==> config.mk <==
export PLATFORM = sky130hd
export DESIGN_NAME = traffic_light_controller_night_blink
export DESIGN_NICKNAME = d
export VERILOG_FILES = /design/src/hw/rtl/tlc_pkg.sv /design/src/hw/rtl/traffic_light_controller_night_blink.sv /design/src/hw/rtl/tlc_cfg_regs.sv /design/src/hw/rtl/tlc_lux.sv /design/src/hw/rtl/tlc_core.sv
export SDC_FILE = /design/constraint.sdc
export NUM_CORES = 1
export LEC_CHECK = 0
export ABC_CLOCK_PERIOD_IN_PS = 15000
export BUFFER_PORTS_ARGS = -buffer_cell sky130_fd_sc_hd__buf_2
export CAP_MARGIN = 20
export CORE_ASPECT_RATIO = 1.1
export CORE_MARGIN = 4
export CORE_UTILIZATION = 30
export CTS_BUF_LIST = sky130_fd_sc_hd__clkbuf_2 sky130_fd_sc_hd__clkbuf_4 sky130_fd_sc_hd__clkbuf_8
export CTS_CLUSTER_DIAMETER = 150
export DETAILED_ROUTE_END_ITERATION = 10
export GPL_TIMING_DRIVEN = 1
export MAX_ROUTING_LAYER = met4
export PLACE_DENSITY_LB_ADDON = 0.15
export SYNTH_ARGS = -nofsm -noshare
export SYNTH_HDL_FRONTEND = slang
export SYNTH_HIERARCHICAL = 1
export SYNTH_SLANG_ARGS = --single-unit
export TNS_END_PERCENT = 1
==> constraint.sdc <==
create_clock -name clk -period 15 [get_ports clk]
set_clock_uncertainty 0.1 [all_clocks]
set_input_delay 1.5 -clock clk [delete_from_list [all_inputs] [get_ports clk]]
set_output_delay 1.5 -clock clk [all_outputs]
set_load 0.02 [all_outputs]
==> src/hw/rtl/tlc_pkg.sv <==
// shared types and constants for the traffic light controller
package tlc_pkg;

  localparam int TIME_BITS = 32;
  localparam int SAMPLE_BITS = 12;
  localparam int LUX_BITS = 10;
  localparam int SECS_BITS = 8;
  localparam int TICK_BITS = 16;
  localparam int IDX_BITS = 3;
  localparam int CFG_DATA_BITS = 16;
  localparam int STREAM_BITS = 16;

  localparam logic [LUX_BITS-1:0] LUX_FULL = 10'd1000;
  localparam logic [SAMPLE_BITS:0] ADC_FULL = 13'd4095;

  localparam logic [SECS_BITS-1:0] GREEN_SECONDS_RST = 8'd7;
  localparam logic [SECS_BITS-1:0] YELLOW_SECONDS_RST = 8'd3;
  localparam logic [SECS_BITS-1:0] RED_SECONDS_RST = 8'd5;
  localparam logic [LUX_BITS-1:0] DARK_LUX_RST = 10'd300;
  localparam logic [TICK_BITS-1:0] SECOND_TICKS_RST = 16'd1000;
  localparam logic [TICK_BITS-1:0] BLINK_TICKS_RST = 16'd500;
  localparam logic [TICK_BITS-1:0] BUTTON_TICKS_RST = 16'd50;

  typedef enum logic [IDX_BITS-1:0] {
    REG_GREEN_SECONDS  = 3'd0,
    REG_YELLOW_SECONDS = 3'd1,
    REG_RED_SECONDS    = 3'd2,
    REG_DARK_LUX       = 3'd3,
    REG_SECOND_TICKS   = 3'd4,
    REG_BLINK_TICKS    = 3'd5,
    REG_BUTTON_TICKS   = 3'd6
  } cfg_reg_t;

  typedef enum logic [1:0] {
    PH_GREEN  = 2'd0,
    PH_YELLOW = 2'd1,
    PH_RED    = 2'd2
  } phase_t;

  typedef enum logic [1:0] {
    ACT_NONE  = 2'd0,
    ACT_SHOW  = 2'd1,
    ACT_CLEAR = 2'd2
  } disp_act_t;

  typedef struct packed {
    logic [SECS_BITS-1:0] green_seconds;
    logic [SECS_BITS-1:0] yellow_seconds;
    logic [SECS_BITS-1:0] red_seconds;
    logic [LUX_BITS-1:0]  dark_lux;
    logic [TICK_BITS-1:0] second_ticks;
    logic [TICK_BITS-1:0] blink_ticks;
    logic [TICK_BITS-1:0] button_ticks;
  } cfg_t;

  // packed so that red_on lands in the lowest bit
  typedef struct packed {
    logic [SECS_BITS-1:0] display_value;
    disp_act_t            display_action;
    logic                 hold_lamp_on;
    logic                 green_on;
    logic                 yellow_on;
    logic                 red_on;
  } result_t;

  localparam int RESULT_BITS = $bits(result_t);

endpackage

==> src/hw/rtl/traffic_light_controller_night_blink.sv <==
// top level of the traffic light controller with night blinking
// Each transfer on the s_axis channel is one millisecond tick carrying the
// light sample and the button level; each tick yields exactly one transfer
// on the m_axis channel with the lamp levels and the display command.
// The cfg channel writes one of seven registers by index (always ready);
// write it only while no tick is in flight.
// The tick is captured in an input register, processed combinationally by the
// lux converter and the timer/phase logic, and lands in an output register:
// m_axis_tvalid rises once the tick moves from the input register into the
// output register, and the output transfer follows when the receiver is ready.
// Throughput is one tick per cycle while the receiver is ready; the input
// register takes a new tick when empty or when its tick moves on to the output
// register in the same cycle. When the receiver stalls, the result holds in the
// output register, the next tick in the input register, and s_axis_tready drops.
// Synchronous reset empties both registers, restores register defaults,
// clears all timestamps and starts in the green phase with green lit.
module traffic_light_controller_night_blink (
  input  logic                               clk,
  input  logic                               rst,
  // [11:0] light_sample, [12] button_pressed
  input  logic                               s_axis_tvalid,
  output logic                               s_axis_tready,
  input  logic [tlc_pkg::STREAM_BITS-1:0]    s_axis_tdata,
  // [0] red_on, [1] yellow_on, [2] green_on, [3] hold_lamp_on,
  // [5:4] display_action, [13:6] display_value
  output logic                               m_axis_tvalid,
  input  logic                               m_axis_tready,
  output logic [tlc_pkg::STREAM_BITS-1:0]    m_axis_tdata,
  input  logic                               cfg_valid,
  output logic                               cfg_ready,
  input  logic [tlc_pkg::IDX_BITS-1:0]       cfg_index,
  input  logic [tlc_pkg::CFG_DATA_BITS-1:0]  cfg_data
);
  import tlc_pkg::*;

  cfg_t                   cfg;
  logic                   in_valid;
  logic [SAMPLE_BITS-1:0] in_sample;
  logic                   in_button;
  logic                   advance;
  logic [LUX_BITS-1:0]    lux;
  result_t                result;
  result_t                out_result;

  assign cfg_ready     = 1'b1;
  assign advance       = in_valid && (!m_axis_tvalid || m_axis_tready);
  assign s_axis_tready = !in_valid || advance;
  assign m_axis_tdata  = {(STREAM_BITS - RESULT_BITS)'(0), out_result};

  tlc_cfg_regs u_cfg_regs (
    .clk      (clk),
    .rst      (rst),
    .wr_en    (cfg_valid && cfg_ready),
    .wr_index (cfg_index),
    .wr_data  (cfg_data),
    .cfg      (cfg)
  );

  tlc_lux u_lux (
    .sample (in_sample),
    .lux    (lux)
  );

  tlc_core u_core (
    .clk            (clk),
    .rst            (rst),
    .step           (advance),
    .lux            (lux),
    .button_pressed (in_button),
    .cfg            (cfg),
    .result         (result)
  );

  always_ff @(posedge clk) begin
    if (rst) begin
      in_valid <= 1'b0;
    end else if (s_axis_tvalid && s_axis_tready) begin
      in_valid <= 1'b1;
    end else if (advance) begin
      in_valid <= 1'b0;
    end
  end

  always_ff @(posedge clk) begin
    if (s_axis_tvalid && s_axis_tready) begin
      in_sample <= s_axis_tdata[SAMPLE_BITS-1:0];
      in_button <= s_axis_tdata[SAMPLE_BITS];
    end
  end

  always_ff @(posedge clk) begin
    if (rst) begin
      m_axis_tvalid <= 1'b0;
    end else if (advance) begin
      m_axis_tvalid <= 1'b1;
    end else if (m_axis_tready) begin
      m_axis_tvalid <= 1'b0;
    end
  end

  always_ff @(posedge clk) begin
    if (advance) begin
      out_result <= result;
    end
  end

endmodule

==> src/hw/rtl/tlc_cfg_regs.sv <==
// configuration register file
module tlc_cfg_regs (
  input  logic                               clk,
  input  logic                               rst,
  input  logic                               wr_en,
  input  logic [tlc_pkg::IDX_BITS-1:0]       wr_index,
  input  logic [tlc_pkg::CFG_DATA_BITS-1:0]  wr_data,
  output tlc_pkg::cfg_t                      cfg
);
  import tlc_pkg::*;

  always_ff @(posedge clk) begin
    if (rst) begin
      cfg.green_seconds  <= GREEN_SECONDS_RST;
      cfg.yellow_seconds <= YELLOW_SECONDS_RST;
      cfg.red_seconds    <= RED_SECONDS_RST;
      cfg.dark_lux       <= DARK_LUX_RST;
      cfg.second_ticks   <= SECOND_TICKS_RST;
      cfg.blink_ticks    <= BLINK_TICKS_RST;
      cfg.button_ticks   <= BUTTON_TICKS_RST;
    end else if (wr_en) begin
      case (cfg_reg_t'(wr_index))
        REG_GREEN_SECONDS:  cfg.green_seconds  <= wr_data[SECS_BITS-1:0];
        REG_YELLOW_SECONDS: cfg.yellow_seconds <= wr_data[SECS_BITS-1:0];
        REG_RED_SECONDS:    cfg.red_seconds    <= wr_data[SECS_BITS-1:0];
        REG_DARK_LUX:       cfg.dark_lux       <= wr_data[LUX_BITS-1:0];
        REG_SECOND_TICKS:   cfg.second_ticks   <= wr_data[TICK_BITS-1:0];
        REG_BLINK_TICKS:    cfg.blink_ticks    <= wr_data[TICK_BITS-1:0];
        REG_BUTTON_TICKS:   cfg.button_ticks   <= wr_data[TICK_BITS-1:0];
        default: begin
        end
      endcase
    end
  end

endmodule

==> src/hw/rtl/tlc_lux.sv <==
// light sample to lux conversion: 1000 - floor(sample * 1000 / 4095)
module tlc_lux (
  input  logic [tlc_pkg::SAMPLE_BITS-1:0] sample,
  output logic [tlc_pkg::LUX_BITS-1:0]    lux
);
  import tlc_pkg::*;

  localparam int PROD_BITS = SAMPLE_BITS + LUX_BITS;

  logic [PROD_BITS-1:0]   prod;
  logic [LUX_BITS-1:0]    q_low;
  logic [SAMPLE_BITS:0]   rem;
  logic [LUX_BITS-1:0]    quot;

  // divide by 4095 as floor(p / 4096) plus one correction step
  always_comb begin
    prod  = PROD_BITS'(sample) * PROD_BITS'(LUX_FULL);
    q_low = prod[PROD_BITS-1:SAMPLE_BITS];
    rem   = {1'b0, prod[SAMPLE_BITS-1:0]} + (SAMPLE_BITS+1)'(q_low);
    quot  = (rem >= ADC_FULL) ? q_low + LUX_BITS'(1) : q_low;
    lux   = LUX_FULL - quot;
  end

endmodule

==> src/hw/rtl/tlc_core.sv <==
// per-tick timers, phase sequencer and lamp state
module tlc_core (
  input  logic                          clk,
  input  logic                          rst,
  input  logic                          step,
  input  logic [tlc_pkg::LUX_BITS-1:0]  lux,
  input  logic                          button_pressed,
  input  tlc_pkg::cfg_t                 cfg,
  output tlc_pkg::result_t              result
);
  import tlc_pkg::*;

  logic [TIME_BITS-1:0] time_now, time_now_next;
  logic [TIME_BITS-1:0] normal_stamp, normal_stamp_next;
  logic [TIME_BITS-1:0] quiet_stamp, quiet_stamp_next;
  logic [TIME_BITS-1:0] blink_stamp, blink_stamp_next;
  logic [TIME_BITS-1:0] button_stamp, button_stamp_next;
  phase_t               phase, phase_next;
  logic [SECS_BITS-1:0] seconds_left, seconds_left_next;
  logic                 blink_level, blink_level_next;
  logic                 display_off, display_off_next;
  logic                 lamp_red, lamp_red_next;
  logic                 lamp_yellow, lamp_yellow_next;
  logic                 lamp_green, lamp_green_next;
  logic                 lamp_hold, lamp_hold_next;

  logic                 button_due, blink_due, second_due;
  logic [TIME_BITS-1:0] second_stamp;

  always_comb begin
    time_now_next     = time_now + TIME_BITS'(1);
    normal_stamp_next = normal_stamp;
    quiet_stamp_next  = quiet_stamp;
    blink_stamp_next  = blink_stamp;
    button_stamp_next = button_stamp;
    phase_next        = phase;
    seconds_left_next = seconds_left;
    blink_level_next  = blink_level;
    display_off_next  = display_off;
    lamp_red_next     = lamp_red;
    lamp_yellow_next  = lamp_yellow;
    lamp_green_next   = lamp_green;
    lamp_hold_next    = lamp_hold;
    result            = '0;
    result.display_action = ACT_NONE;

    button_due = (time_now_next - button_stamp) >= TIME_BITS'(cfg.button_ticks);
    if (button_pressed && button_due) begin
      button_stamp_next = time_now_next;
      display_off_next  = !display_off;
    end

    blink_due    = (time_now_next - blink_stamp) >= TIME_BITS'(cfg.blink_ticks);
    second_stamp = display_off_next ? quiet_stamp : normal_stamp;
    second_due   = (time_now_next - second_stamp) >= TIME_BITS'(cfg.second_ticks);

    if (lux < cfg.dark_lux) begin
      if (blink_due) begin
        blink_stamp_next = time_now_next;
        blink_level_next = !blink_level;
        lamp_yellow_next = !blink_level;
      end
      lamp_green_next       = 1'b0;
      lamp_red_next         = 1'b0;
      result.display_action = ACT_CLEAR;
    end else begin
      lamp_hold_next = display_off_next;
      if (second_due) begin
        if (display_off_next) begin
          quiet_stamp_next = time_now_next;
        end else begin
          normal_stamp_next = time_now_next;
        end
        if (seconds_left != '0) begin
          seconds_left_next = seconds_left - SECS_BITS'(1);
        end else begin
          case (phase)
            PH_GREEN: begin
              phase_next        = PH_YELLOW;
              seconds_left_next = cfg.yellow_seconds;
            end
            PH_YELLOW: begin
              phase_next        = PH_RED;
              seconds_left_next = cfg.red_seconds;
            end
            default: begin
              phase_next        = PH_GREEN;
              seconds_left_next = cfg.green_seconds;
            end
          endcase
        end
        if (display_off_next) begin
          result.display_action = ACT_CLEAR;
        end else begin
          result.display_action = ACT_SHOW;
          result.display_value  = seconds_left_next;
        end
      end
      lamp_green_next  = (phase_next == PH_GREEN);
      lamp_yellow_next = (phase_next == PH_YELLOW);
      lamp_red_next    = (phase_next != PH_GREEN) && (phase_next != PH_YELLOW);
    end

    result.red_on       = lamp_red_next;
    result.yellow_on    = lamp_yellow_next;
    result.green_on     = lamp_green_next;
    result.hold_lamp_on = lamp_hold_next;
  end

  always_ff @(posedge clk) begin
    if (rst) begin
      time_now     <= '0;
      normal_stamp <= '0;
      quiet_stamp  <= '0;
      blink_stamp  <= '0;
      button_stamp <= '0;
      phase        <= PH_GREEN;
      seconds_left <= GREEN_SECONDS_RST;
      blink_level  <= 1'b0;
      display_off  <= 1'b0;
      lamp_red     <= 1'b0;
      lamp_yellow  <= 1'b0;
      lamp_green   <= 1'b1;
      lamp_hold    <= 1'b0;
    end else if (step) begin
      time_now     <= time_now_next;
      normal_stamp <= normal_stamp_next;
      quiet_stamp  <= quiet_stamp_next;
      blink_stamp  <= blink_stamp_next;
      button_stamp <= button_stamp_next;
      phase        <= phase_next;
      seconds_left <= seconds_left_next;
      blink_level  <= blink_level_next;
      display_off  <= display_off_next;
      lamp_red     <= lamp_red_next;
      lamp_yellow  <= lamp_yellow_next;
      lamp_green   <= lamp_green_next;
      lamp_hold    <= lamp_hold_next;
    end
  end

endmodule

==> flow_summary.ini <==
[status]
status = complete, no violations

[synth]
yosysTopAreaCellShare_pct = 23.0
yosysTopAreaCell = dfxtp_1
ys_seq_area_share_pct = 26.6
yosysUniqueCellTypes = 107
synth_area_leaders = dfxtp_1 (23%), ha_1 (11%), mux2i_1 (7.3%)
synthFlopType = dfxtp_1
netlist_instances = 2667
yosysWarnings = 6
ys_ff_latch = 285
synth_edf_count = 27
synth_area_um2 = 22400
async_reset_ff_share_pct = 0
post_synth.cell_area_avg_um2 = 8.41

[placement]
portBuffers = 52
place_ws_ps = 2030
hpwl_mm = 49.7
globalplace.congestion = 0.862

[timing]
setup_viol = 0
hold_viol_final = 0
rsz0062_at_grt = no
tightest_slew_ps = 1110
fmax_mhz = 76.6
max-slew-margin-rel_pct = 25.3
setup_slack_ps = 1940
tns_ps = 0
final_max_slew_viol_count = 0
period_share_pct = 87.1
layout_min_cycle_time_ps = 13060

[clock_tree]
post_cts_buffers = 0
ctsHoldBuffers = 0
numCtsBuffers = 55
tritoncts = yes
cts-root-buf = clkbuf_8
h-tree-depth = 2
cts.repair.resized = 0
clock_sinks = 285
clock_latency_ps = 640
path_clk_slew_ps = 60
clockBufferDepth = 3

[floorplanning]
fp.coreArea_um2 = 73700
die_w_um = 269
rows = 104
start_util_pct = 30.5
ios = 59
die_area_um2 = 79200
chipHeight_um = 295

[routing]
firstDrtPassIters = 5
drcViolationCount = 0
final_antenna_net_count = 0
wire_per_inst_um = 17.8
drt-vias-per-instance = 5.15
initialDrtViolationCount = 1005
wl_mm = 65.5
vias = 19000

[power]
vdd_drop_max_v = 0.000328
power_uw = 4390
p_leak_uw = 0.0110
power_density_nw_per_um2 = 176

[critical_path]
rr_startpoint = u_core/time_now[0]
critPathKind = reg2reg
reg2reg_to = u_core/normal_stamp[25]
critPathCapture = u_core/normal_stamp[25]
slowest_stage = dfxtp_1
endpoint_kind = register
rrSetupSlack_ps = 1940
startpoint = u_core/time_now[0]
cpMostUsedCell = and3_1
startpoint_type = register
arrival_ps = 13490
crit_required_ps = 15430
cp_max_fo = 62
r2r_cells = 47
max_stage_delay_ps = 640

[global_route]
grt-ovfl-total = 0
track_usage_pct = 16.7
grt_pass1_vias = 18300
grt_max_degree = 95
grt_antenna_before_repair = 1
grt_pass1_wl_mm = 103

[layout]
syn2layout_area_growth_pct = 10.9
nets = 2975
drive_above_1_share_pct = 11.5
postLayoutCoreUtil_pct = 33.8
nFillCells = 7767

[flow_run]
max_cap_violations = 0

[worst_hold_path]
min_path_type = reg2reg
## logic make-up (layout without fill, tap and decap cells)
logic type,Yosys count,in the layout,share of synthesized area (%)
compound gates,572,572,17.6
buf+inv,359,419,6.63
simple gates,865,865,19.4
flops,285,285,26.6
mux,171,171,7.72
fa+ha+maj,248,248,15.2
xor+xnor,165,165,6.72
other cells,2,4,0.0335
## Yosys cell counts, types with 42 or more instances
master and number:
a31o_2 68, dfxtp_1 258, xnor2_1 81, inv_1 227, o21ai_0 91, nand4_1 44
fa_1 42, a211oi_1 49, mux2i_1 164, nand2_1 176, a21oi_1 146, nor2_1 249
nand2b_1 98, a21o_1 43, ha_1 206, nand3_1 52, nor3_1 94, clkbuf_1 72
xor2_1 78
## worst max-delay path, delay by kind of cell, from the launching register on
| family | cells | cell delay, ps |
|---|---|---|
| flops | 1 | 640 |
| buf+inv | 3 | 1200 |
| xor+xnor | 3 | 750 |
| mux | 2 | 580 |
| fa+ha+maj | 4 | 1260 |
| simple gates | 22 | 5560 |
| compound gates | 13 | 2770 |
## layer usage
metal  up-vias  share of wire (%)  track usage, %
li1       9458                  -               -
met4         0                2.6            4.60
met5         -                  0               -
met1      9104                 46            21.1
met2       308                 48            28.4
met3        90                3.3            1.80
## where the power goes
group          total, uW  internal (uW)  switching [uW]
Sequential           837            814            22.8
Clock                889            535             353
Combinational       2660           1040            1620
## worst min path at each step
stage	from	to	slack [ps]	cells after the start
6_report	u_core/button_stamp[24]	u_core/button_stamp[24]	370	2
2_1_floorplan	u_core/button_stamp[11]	u_core/button_stamp[11]	340	2
3_5_place_dp	u_core/button_stamp[3]	u_core/button_stamp[3]	360	2
4_1_cts	u_core/button_stamp[27]	u_core/button_stamp[27]	370	2
3_3_place_gp	u_core/button_stamp[26]	u_core/button_stamp[26]	350	2
5_1_grt	u_cfg_regs/cfg[62]	u_cfg_regs/cfg[62]	390	2
## registers in the layout, indices dropped and copies added (netlist names), 2 cells and up
name	cells
u_core/button_stamp	32
u_core/phase	2
u_core/time_now	32
u_cfg_regs/cfg	82
in_sample	12
u_core/seconds_left	8
u_core/blink_stamp	32
u_core/quiet_stamp	32
m_axis_tdata	14
u_core/normal_stamp	32
## metrics by stage
| stage | cells | hold WS (ps) | cell area [um2] |
|---|---|---|---|
| 5_1_grt | 3683 | 389 | 24900 |
| 3_3_place_gp | 3584 | 355 | 23600 |
| 2_1_floorplan | 2668 | 343 | 22400 |
| 4_1_cts | 3682 | 370 | 24900 |
| 6_report | 3683 | 368 | 24900 |
| 3_5_place_dp | 3584 | 359 | 23600 |
## layout make-up
| type | count | area [um2] | area share, % |
|---|---|---|---|
| well taps | 954 | 1190 | 4.80 |
| inverters | 229 | 860 | 3.46 |
| diodes | 1 | 2.50 | 0.0101 |
| multi-input cells | 2024 | 15000 | 60.3 |
| clock buffers | 88 | 1110 | 4.47 |
| repair buffers | 92 | 579 | 2.33 |
| clock inverters | 10 | 156 | 0.629 |
| flip-flops and latches | 285 | 5980 | 24.0 |
## cells in the final DEF (no fill, tap or decap), drive strengths merged, types with 43 or more instances in the layout
master and n:
nor3 96, a21oi 152, dfxtp 258, clkbuf 88
a21o 43, a211oi 51, xnor2 84, ha 206
nand4 45, nand2b 98, a31o 68, nand3 53
o21ai 96, xor2 80, mux2i 165, nor2 249
buf 92, nand2 177, inv 230
(Power assumes the default switching activity.)
